==> src/pse_pkg.sv <==
`timescale 1ns / 1ps
// ---------------------------------------------------------------------------
// Postfix evaluator package
// Shared sizes, character codes, operator and error codes, port structs.
// ---------------------------------------------------------------------------
package pse_pkg;

   localparam int STACK_DEPTH = 32;
   localparam int FRAC_BITS   = 16;

   localparam int WORD_W = 32;
   localparam int CNT_W  = $clog2(STACK_DEPTH + 1);
   localparam int ADDR_W = $clog2(STACK_DEPTH);
   localparam int NUM_W  = WORD_W + FRAC_BITS;
   localparam int ITER_W = $clog2(NUM_W);

   localparam logic [7:0] CH_ZERO = 8'd48;
   localparam logic [7:0] CH_NINE = 8'd57;
   localparam logic [7:0] CH_ADD  = 8'h2B;
   localparam logic [7:0] CH_SUB  = 8'h2D;
   localparam logic [7:0] CH_MUL  = 8'h2A;
   localparam logic [7:0] CH_DIV  = 8'h2F;

   localparam logic [WORD_W-1:0] WORD_MAX = {1'b0, {(WORD_W-1){1'b1}}};
   localparam logic [WORD_W-1:0] WORD_MIN = {1'b1, {(WORD_W-1){1'b0}}};

   typedef enum logic [1:0] {
      OP_ADD,
      OP_SUB,
      OP_MUL,
      OP_DIV
   } op_type;

   typedef enum logic [2:0] {
      ERR_NONE  = 3'd0,
      ERR_UNDER = 3'd1,
      ERR_BADCH = 3'd2,
      ERR_LEFT  = 3'd3,
      ERR_DIV0  = 3'd4,
      ERR_OVER  = 3'd5
   } err_type;

   typedef struct packed {
      logic              we;
      logic [ADDR_W-1:0] waddr;
      logic [WORD_W-1:0] wdata;
      logic              re;
      logic [ADDR_W-1:0] raddr;
   } stk_req_type;

   typedef struct packed {
      logic   start;
      op_type op;
   } alu_cmd_type;

endpackage

==> src/postfix_stack_evaluator_top.sv <==
`timescale 1ns / 1ps
// A digit is pushed in S_IDLE; req_ready stays high unless it was last.
// + - * / (Q16.16) read two stack entries, in S_RD1 and S_RD2, then run
// the serial ALU at one bit per cycle; a zero divisor stops / in S_RD1.
// A last word goes on through S_FIN and S_OUT to the result on rsp_*.
// Synchronous active-high reset empties the stack and clears the error.
// ---------------------------------------------------------------------------
// Postfix stack evaluator
// Evaluates a postfix expression, one character word at a time, in signed
// fixed point with a sticky error code reported on the last word.
// ---------------------------------------------------------------------------
module postfix_stack_evaluator_top (
   input  logic               clock,
   input  logic               reset,
   input  logic               req_valid,
   output logic               req_ready,
   input  logic [7:0]         req_ch,
   input  logic               req_last,
   output logic               rsp_valid,
   input  logic               rsp_ready,
   output logic signed [31:0] rsp_value,
   output logic               rsp_ok,
   output logic [2:0]         rsp_error_code
);
   import pse_pkg::*;

   typedef enum logic [2:0] {
      S_IDLE,
      S_RD1,
      S_RD2,
      S_EXEC,
      S_FIN,
      S_OUT
   } state_type;

   state_type         state_ff, state_in;
   logic [CNT_W-1:0]  count_ff, count_in;
   err_type           err_ff, err_in;
   op_type            op_ff, op_in;
   logic              last_ff, last_in;
   logic [WORD_W-1:0] opb_ff, opb_in;
   logic              rsp_valid_ff, rsp_valid_in;
   logic [WORD_W-1:0] rsp_value_ff, rsp_value_in;
   logic              rsp_ok_ff, rsp_ok_in;
   err_type           rsp_code_ff, rsp_code_in;

   stk_req_type       stk;
   alu_cmd_type       alu_cmd;
   logic [WORD_W-1:0] rd_data;
   logic              alu_done;
   logic [WORD_W-1:0] alu_result;

   logic              is_digit;
   logic [CNT_W-1:0]  cnt_m1, cnt_m2;
   state_type         tail_idle, tail_last;

   pse_stack u_stack (
      .clock   (clock),
      .req     (stk),
      .rd_data (rd_data)
   );

   pse_alu u_alu (
      .clock  (clock),
      .reset  (reset),
      .cmd    (alu_cmd),
      .a      (rd_data),
      .b      (opb_ff),
      .done   (alu_done),
      .result (alu_result)
   );

   always_comb begin
      state_in     = state_ff;
      count_in     = count_ff;
      err_in       = err_ff;
      op_in        = op_ff;
      last_in      = last_ff;
      opb_in       = opb_ff;
      rsp_valid_in = rsp_valid_ff && !rsp_ready;
      rsp_value_in = rsp_value_ff;
      rsp_ok_in    = rsp_ok_ff;
      rsp_code_in  = rsp_code_ff;
      stk          = '0;
      alu_cmd      = '0;

      is_digit  = (req_ch >= CH_ZERO) && (req_ch <= CH_NINE);
      cnt_m1    = count_ff - CNT_W'(1);
      cnt_m2    = count_ff - CNT_W'(2);
      tail_idle = req_last ? S_FIN : S_IDLE;
      tail_last = last_ff ? S_FIN : S_IDLE;

      unique case (state_ff)
         S_IDLE: begin
            if (req_valid) begin
               last_in  = req_last;
               state_in = tail_idle;
               if (err_ff != ERR_NONE) begin
                  state_in = tail_idle;
               end else if (is_digit) begin
                  if (count_ff >= CNT_W'(STACK_DEPTH)) begin
                     err_in = ERR_OVER;
                  end else begin
                     stk.we    = 1'b1;
                     stk.waddr = count_ff[ADDR_W-1:0];
                     stk.wdata = WORD_W'(req_ch[3:0]) << FRAC_BITS;
                     count_in  = count_ff + CNT_W'(1);
                  end
               end else if (count_ff < CNT_W'(2)) begin
                  err_in = ERR_UNDER;
               end else begin
                  stk.raddr = cnt_m1[ADDR_W-1:0];
                  unique case (req_ch)
                     CH_ADD: begin
                        op_in    = OP_ADD;
                        stk.re   = 1'b1;
                        state_in = S_RD1;
                     end
                     CH_SUB: begin
                        op_in    = OP_SUB;
                        stk.re   = 1'b1;
                        state_in = S_RD1;
                     end
                     CH_MUL: begin
                        op_in    = OP_MUL;
                        stk.re   = 1'b1;
                        state_in = S_RD1;
                     end
                     CH_DIV: begin
                        op_in    = OP_DIV;
                        stk.re   = 1'b1;
                        state_in = S_RD1;
                     end
                     default: err_in = ERR_BADCH;
                  endcase
               end
            end
         end
         S_RD1: begin
            opb_in = rd_data;
            if (op_ff == OP_DIV && rd_data == '0) begin
               err_in   = ERR_DIV0;
               state_in = tail_last;
            end else begin
               stk.re    = 1'b1;
               stk.raddr = cnt_m2[ADDR_W-1:0];
               state_in  = S_RD2;
            end
         end
         S_RD2: begin
            alu_cmd.start = 1'b1;
            alu_cmd.op    = op_ff;
            state_in      = S_EXEC;
         end
         S_EXEC: begin
            if (alu_done) begin
               stk.we    = 1'b1;
               stk.waddr = cnt_m2[ADDR_W-1:0];
               stk.wdata = alu_result;
               count_in  = cnt_m1;
               state_in  = tail_last;
            end
         end
         S_FIN: begin
            stk.re    = 1'b1;
            stk.raddr = '0;
            if (err_ff == ERR_NONE) begin
               if (count_ff == '0) begin
                  err_in = ERR_UNDER;
               end else if (count_ff > CNT_W'(1)) begin
                  err_in = ERR_LEFT;
               end
            end
            state_in = S_OUT;
         end
         S_OUT: begin
            if (!rsp_valid_ff || rsp_ready) begin
               rsp_valid_in = 1'b1;
               rsp_value_in = (err_ff == ERR_NONE) ? rd_data : '0;
               rsp_ok_in    = (err_ff == ERR_NONE);
               rsp_code_in  = err_ff;
               count_in     = '0;
               err_in       = ERR_NONE;
               state_in     = S_IDLE;
            end
         end
         default: state_in = S_IDLE;
      endcase
   end

   always_ff @(posedge clock) begin
      op_ff        <= op_in;
      last_ff      <= last_in;
      opb_ff       <= opb_in;
      rsp_value_ff <= rsp_value_in;
      rsp_ok_ff    <= rsp_ok_in;
      rsp_code_ff  <= rsp_code_in;
      if (reset) begin
         state_ff     <= S_IDLE;
         count_ff     <= '0;
         err_ff       <= ERR_NONE;
         rsp_valid_ff <= 1'b0;
      end else begin
         state_ff     <= state_in;
         count_ff     <= count_in;
         err_ff       <= err_in;
         rsp_valid_ff <= rsp_valid_in;
      end
   end

   assign req_ready      = (state_ff == S_IDLE);
   assign rsp_valid      = rsp_valid_ff;
   assign rsp_value      = $signed(rsp_value_ff);
   assign rsp_ok         = rsp_ok_ff;
   assign rsp_error_code = rsp_code_ff;

   assert property (@(posedge clock) disable iff (reset)
      count_ff <= CNT_W'(STACK_DEPTH))
      else $error("stack count beyond depth");

   assert property (@(posedge clock) disable iff (reset)
      alu_done |-> state_ff == S_EXEC)
      else $error("alu result outside execute");

   assert property (@(posedge clock) disable iff (reset)
      stk.we |-> err_ff == ERR_NONE)
      else $error("stack write with sticky error");

   assert property (@(posedge clock) disable iff (reset)
      rsp_valid_ff && rsp_ok_ff |-> rsp_code_ff == ERR_NONE)
      else $error("ok word carries an error code");

   assert property (@(posedge clock) disable iff (reset)
      state_ff == S_RD2 |=> state_ff == S_EXEC)
      else $error("operand fetch did not start alu");

endmodule

==> src/pse_stack.sv <==
`timescale 1ns / 1ps
// ---------------------------------------------------------------------------
// Operand stack memory
// One write port, one read port with registered read data.
// ---------------------------------------------------------------------------
module pse_stack (
   input  logic                      clock,
   input  pse_pkg::stk_req_type      req,
   output logic [pse_pkg::WORD_W-1:0] rd_data
);
   import pse_pkg::*;

   logic [WORD_W-1:0] mem_ff [STACK_DEPTH];
   logic [WORD_W-1:0] rd_data_ff;

   always_ff @(posedge clock) begin
      if (req.we) begin
         mem_ff[req.waddr] <= req.wdata;
      end
      if (req.re) begin
         rd_data_ff <= mem_ff[req.raddr];
      end
   end

   assign rd_data = rd_data_ff;

endmodule

==> src/pse_alu.sv <==
`timescale 1ns / 1ps
// ---------------------------------------------------------------------------
// Serial fixed-point ALU
// Bit-serial add/sub, shift-add multiply and restoring divide, one bit per
// cycle, with saturation on the final result.
// ---------------------------------------------------------------------------
module pse_alu (
   input  logic                       clock,
   input  logic                       reset,
   input  pse_pkg::alu_cmd_type       cmd,
   input  logic [pse_pkg::WORD_W-1:0] a,
   input  logic [pse_pkg::WORD_W-1:0] b,
   output logic                       done,
   output logic [pse_pkg::WORD_W-1:0] result
);
   import pse_pkg::*;

   typedef enum logic [1:0] {
      A_IDLE,
      A_RUN,
      A_FIN
   } alu_state_type;

   function automatic logic [WORD_W-1:0] mag(input logic [WORD_W-1:0] w);
      return w[WORD_W-1] ? (~w + WORD_W'(1)) : w;
   endfunction

   function automatic logic [WORD_W-1:0] sat_mag(input logic [WORD_W-1:0] m,
                                                 input logic big,
                                                 input logic neg);
      logic [WORD_W-1:0] r;
      if (neg) begin
         r = big ? WORD_MIN : (~m + WORD_W'(1));
      end else begin
         r = big ? WORD_MAX : m;
      end
      return r;
   endfunction

   alu_state_type     state_ff, state_in;
   op_type            op_ff, op_in;
   logic [ITER_W-1:0] cnt_ff, cnt_in;
   logic [WORD_W-1:0] x_ff, x_in;
   logic [WORD_W-1:0] y_ff, y_in;
   logic [WORD_W-1:0] z_ff, z_in;
   logic [WORD_W-1:0] rem_ff, rem_in;
   logic              carry_ff, carry_in;
   logic              big_ff, big_in;
   logic              sa_ff, sa_in;
   logic              sb_ff, sb_in;
   logic              done_ff, done_in;
   logic [WORD_W-1:0] result_ff, result_in;

   logic                bx, sbit;
   logic [WORD_W:0]     msum;
   logic [WORD_W:0]     rem_sh;
   logic [2*WORD_W-1:0] prod;
   logic                raw_ovf;

   always_comb begin
      state_in  = state_ff;
      op_in     = op_ff;
      cnt_in    = cnt_ff;
      x_in      = x_ff;
      y_in      = y_ff;
      z_in      = z_ff;
      rem_in    = rem_ff;
      carry_in  = carry_ff;
      big_in    = big_ff;
      sa_in     = sa_ff;
      sb_in     = sb_ff;
      done_in   = 1'b0;
      result_in = result_ff;

      bx      = y_ff[0] ^ (op_ff == OP_SUB);
      sbit    = x_ff[0] ^ bx ^ carry_ff;
      msum    = {1'b0, z_ff} + (x_ff[0] ? {1'b0, y_ff} : '0);
      rem_sh  = {rem_ff, x_ff[WORD_W-1]};
      prod    = {z_ff, x_ff};
      raw_ovf = 1'b0;

      unique case (state_ff)
         A_IDLE: begin
            if (cmd.start) begin
               op_in    = cmd.op;
               sa_in    = a[WORD_W-1];
               sb_in    = b[WORD_W-1];
               z_in     = '0;
               rem_in   = '0;
               big_in   = 1'b0;
               carry_in = (cmd.op == OP_SUB);
               if (cmd.op == OP_ADD || cmd.op == OP_SUB) begin
                  x_in = a;
                  y_in = b;
               end else begin
                  x_in = mag(a);
                  y_in = mag(b);
               end
               cnt_in   = (cmd.op == OP_DIV) ? ITER_W'(NUM_W - 1) : ITER_W'(WORD_W - 1);
               state_in = A_RUN;
            end
         end
         A_RUN: begin
            case (op_ff) inside
               OP_ADD, OP_SUB: begin
                  carry_in = (x_ff[0] & bx) | (x_ff[0] & carry_ff) | (bx & carry_ff);
                  x_in     = x_ff >> 1;
                  y_in     = y_ff >> 1;
                  z_in     = {sbit, z_ff[WORD_W-1:1]};
               end
               OP_MUL: begin
                  z_in = msum[WORD_W:1];
                  x_in = {msum[0], x_ff[WORD_W-1:1]};
               end
               default: begin
                  x_in   = x_ff << 1;
                  big_in = big_ff | z_ff[WORD_W-1];
                  if (rem_sh >= {1'b0, y_ff}) begin
                     rem_in = WORD_W'(rem_sh - {1'b0, y_ff});
                     z_in   = {z_ff[WORD_W-2:0], 1'b1};
                  end else begin
                     rem_in = rem_sh[WORD_W-1:0];
                     z_in   = {z_ff[WORD_W-2:0], 1'b0};
                  end
               end
            endcase
            cnt_in = cnt_ff - ITER_W'(1);
            if (cnt_ff == '0) begin
               state_in = A_FIN;
            end
         end
         A_FIN: begin
            case (op_ff)
               OP_ADD: begin
                  raw_ovf   = (sa_ff == sb_ff) && (z_ff[WORD_W-1] != sa_ff);
                  result_in = raw_ovf ? (sa_ff ? WORD_MIN : WORD_MAX) : z_ff;
               end
               OP_SUB: begin
                  raw_ovf   = (sa_ff != sb_ff) && (z_ff[WORD_W-1] != sa_ff);
                  result_in = raw_ovf ? (sa_ff ? WORD_MIN : WORD_MAX) : z_ff;
               end
               OP_MUL: begin
                  result_in = sat_mag(prod[FRAC_BITS +: WORD_W],
                                      |prod[2*WORD_W-1:WORD_W-1+FRAC_BITS],
                                      sa_ff ^ sb_ff);
               end
               default: begin
                  result_in = sat_mag(z_ff, big_ff | z_ff[WORD_W-1], sa_ff ^ sb_ff);
               end
            endcase
            done_in  = 1'b1;
            state_in = A_IDLE;
         end
         default: state_in = A_IDLE;
      endcase
   end

   always_ff @(posedge clock) begin
      op_ff     <= op_in;
      cnt_ff    <= cnt_in;
      x_ff      <= x_in;
      y_ff      <= y_in;
      z_ff      <= z_in;
      rem_ff    <= rem_in;
      carry_ff  <= carry_in;
      big_ff    <= big_in;
      sa_ff     <= sa_in;
      sb_ff     <= sb_in;
      result_ff <= result_in;
      if (reset) begin
         state_ff <= A_IDLE;
         done_ff  <= 1'b0;
      end else begin
         state_ff <= state_in;
         done_ff  <= done_in;
      end
   end

   assign done   = done_ff;
   assign result = result_ff;

endmodule

==> config.mk <==
export PLATFORM = sky130hd
export DESIGN_NAME = postfix_stack_evaluator_top
export DESIGN_NICKNAME = d
export VERILOG_FILES = /design/src/pse_pkg.sv /design/src/postfix_stack_evaluator_top.sv /design/src/pse_stack.sv /design/src/pse_alu.sv
export SDC_FILE = /design/constraint.sdc
export NUM_CORES = 2
export LEC_CHECK = 0
export ABC_AREA = 1
export ABC_CLOCK_PERIOD_IN_PS = 10950
export BUFFER_PORTS_ARGS = -buffer_cell sky130_fd_sc_hd__buf_2
export CAP_MARGIN = 40
export CORE_MARGIN = 2
export CORE_UTILIZATION = 40
export CTS_CLUSTER_SIZE = 14
export DETAILED_ROUTE_END_ITERATION = 8
export GPL_ROUTABILITY_DRIVEN = 0
export MAX_ROUTING_LAYER = met4
export PLACE_DENSITY = 0.67
export SYNTH_ARGS = -nofsm -noshare
export SYNTH_HDL_FRONTEND = slang
export SYNTH_SLANG_ARGS = --single-unit
==> constraint.sdc <==
create_clock -name clock -period 10.95 [get_ports clock]
set_clock_uncertainty 0.2 [all_clocks]
set_input_delay 2.19 -clock clock [delete_from_list [all_inputs] [get_ports clock]]
set_output_delay 2.19 -clock clock [all_outputs]
set_load 0.03 [all_outputs]
==> flow_summary.yaml <==
die:
  die_w_um: 409.1
  die_h_um: 409.1
  coreArea_um2: 163000
  start_util_pct: 40.29
  pin_count: 51
  rows: 148
  die_area_um2: 167400
critical_path:
  worstReg2RegEnd: "u_stack.rd_data[7]$_DFFE_PP_"
  end_kind: "flip-flop"
  worst-path-buf-inv: 7
  path_cells: "buf_2 > inv_1 > a21oi_1 > nor2_1 > inv_1 > nor2_1 > nand2_1 > inv_1 > nor2_1 > inv_1 > nand2_1 > inv_1 > nand2_1 > nor2_4 > buf_4"
  r2r_cells: 19
  worstPathRequired_ns: 11.17
  r2r_slack_ns: 5.34
  cpLargestDelayFamily: "simple AND/OR/NAND/NOR gates"
  crit_slowest_cell: "nor2_4"
  startpoint: "req_ch[2]"
  arrival_ns: 6.36
  crit_top_cell: "inv_1"
  critPathMaxStageDelay_ns: 0.79
  path_max_fanout: 17
  worstSetupStartpointType: "primary input"
  rr_startpoint: "u_stack.rd_data[0]$_DFFE_PP_"
  path_class: "primary input to flip-flop"
  cp.depth: 15
  crit_end: "u_stack.mem_ff[19][1]$_DFFE_PP_"
clock_network:
  holdBufCountCts: 0
  cts_sinks: 1315
  root_buffer: "clkbuf_16"
  clk_latency_ns: 0.81
  path_clk_slew_ns: 0.06
  postCtsSetupBuffers: 0
  htree_levels: 4
  post_cts_resized: 0
  cts_tree: "yes"
  clockBufferDepth: 3
  cts_buffers: 137
synth:
  syn-mean-instance-area_um2: 9.613
  synth_top_family_by_area: "simple AND/OR/NAND/NOR gates"
  yosys.area_share.simple_pct: 23.83
  synth-seq-cells: 1315
  yosysTopAreaCellShare_pct: 59.42
  yosysWarnings: 0
  netlist_area_um2: 65650
  synth_edf_count: 1299
  synth-xor-area-share_pct: 1.281
  synth-compound-area-share_pct: 5.196
  async_flop_share_pct: 0
  ys_top_cells_by_area: "edfxtp_1, nand3_1, nand2_1"
  synth-adder-area-share_pct: 1.521
  synth.most_common_cell: "nand2_1"
  synth-seq-area-share_pct: 59.91
  synthCells: 6829
  synth_fp_nets: 6920
  ys_types: 56
  synthTopCellsByCount: "nand2_1, edfxtp_1, nand3_1"
  muxShareOfSynthArea_pct: 0
  yosysTopAreaCell: "edfxtp_1"
  synth-main-ff-cell: "edfxtp_1"
routing:
  drtIter0Drc: 6678
  routed_wl_um: 196900
  dr.pass1.iters: 9
  drc: 1
  vias: 50570
  vias_per_cell: 5.575
  antenna_left: 0
  wire_per_inst_um: 21.71
finish:
  layout-drive-gt1-share_pct: 7.037
  nets: 6872
  stdcell_count: 9072
  multi_input_area_um2: 21310
  fin_area_um2: 73000
  fin_util_pct: 44.79
  num-fill-cells: 15190
  area_growth_pct: 11.19
  seq_area_um2: 39330
global_routing:
  antenna_found_initial: 11
  grt_use_total_pct: 23.66
  grt_max_degree: 202
  grt_pass1_vias: 47610
  overflow: 0
  grt_pass1_wl_um: 295300
placement:
  placed_cell_area_um2: 68580
  placed_cells: 8817
  dp_worst_setup_slack_ns: 4.098
  port_buffers: 50
  dpl.hpwl_um: 116600
timing:
  fin_crit_ns: 6.139
  slew_headroom_pct: 34.88
  fmax_mhz: 162.9
  finalSetupViolations: 0
  fin_crit_sh_pct: 56.06
  hold_viol_final: 0
  whs_ns: 0.2879
  slew_viol_final: 0
  tightest_slew_ns: 0.9768
  finalSetupTns_ns: 0
  rsz0062_at_grt: "false"
  setup_ws_ns: 4.811
min_path:
  hold_class: "flip-flop to flip-flop"
power:
  ir_drop_uv: 203.3
  p_per_area_nw_per_um2: 181.3
  swShare_pct: 31.70
  internal_power_mw: 9.041
  p_clk_share_pct: 34.7
  power.switching_mw: 4.196
  comb_power_share_pct: 21.2
  finalPower_mw: 13.24
  p_leak_nw: 28.97
  p_seq_share_pct: 44.1
outcome:
  violations: "DRC"
  status: "finished, violations left"
flow_run:
  drv_cap: 0
-- logic make-up after synthesis --
logic type	count (synthesis)
adders and majority gates	78
buffers and inverters	1272
AOI/OAI and AO/OA	596
and+or+nand+nor	3472
xor gates and xnor gates	96
DFF	1315
-- cell type report --
cell class | count | share of cell area [%]
antenna | 5 | 0.01714
clock buffer | 168 | 4.926
clock inverter | 82 | 1.104
inverter | 898 | 4.637
multi-input combinational | 4242 | 29.19
sequential | 1315 | 53.88
tap | 2175 | 3.728
timing repair buffer | 187 | 2.518
-- power by group through the flow --
stage | Sequential (mW) | Combinational (mW) | Clock [mW]
final | 5.83 | 2.81 | 4.60
after global placement | 5.93 | 2.63 | 0
after detailed placement | 5.93 | 2.74 | 0
after global routing | 5.83 | 3.06 | 4.85
after CTS | 5.82 | 2.75 | 4.65
after floorplan | 5.83 | 1.95 | 0
-- registers in the layout, summed over array words and instances, names as in the netlist, 32 cells and up --
name,cells
opb_ff,32
rsp_value,32
u_alu.rem_ff,32
u_alu.result,32
u_alu.x_ff,32
u_alu.y_ff,32
u_alu.z_ff,32
u_stack.mem_ff,1024
u_stack.rd_data,32
-- metal layers --
layer,track usage [%],part of all wire (%),vias up
li1,-,-,23120
met4,10.14,4.3,0
met1,31.36,40,24160
met3,4.772,11,502
met5,-,0,-
met2,35.30,45,2791
-- worst min-delay path by stage --
stage / start / endpoint / slack, ns / depth (start not counted)
2_1_floorplan: err_ff[0]$_SDFFE_PP0P_ / rsp_error_code[0]$_DFFE_PP_ / 0.21 / 0
3_3_place_gp: opb_ff[31]$_DFFE_PP_ / u_alu.sb_ff$_DFFE_PP_ / 0.27 / 0
3_5_place_dp: opb_ff[31]$_DFFE_PP_ / u_alu.sb_ff$_DFFE_PP_ / 0.27 / 0
4_1_cts: opb_ff[31]$_DFFE_PP_ / u_alu.sb_ff$_DFFE_PP_ / 0.28 / 0
5_1_grt: opb_ff[31]$_DFFE_PP_ / u_alu.sb_ff$_DFFE_PP_ / 0.30 / 0
6_report: opb_ff[31]$_DFFE_PP_ / u_alu.sb_ff$_DFFE_PP_ / 0.29 / 0
-- placed cells by master, fill, tap and decap left out, types with 54 or more instances in the layout --
master	synthesis	routed
a21oi_1	171	170
nand4_1	54	54
nor2_1	368	315
nand3b_1	194	194
buf_4	23	97
ha_1	75	75
nand3_1	1239	1239
nand2_1	1534	1532
edfxtp_1	1299	1299
inv_1	888	888
clkbuf_16	0	138
xor2_1	71	71
o21ai_0	251	247
(Power assumes the default switching activity.)
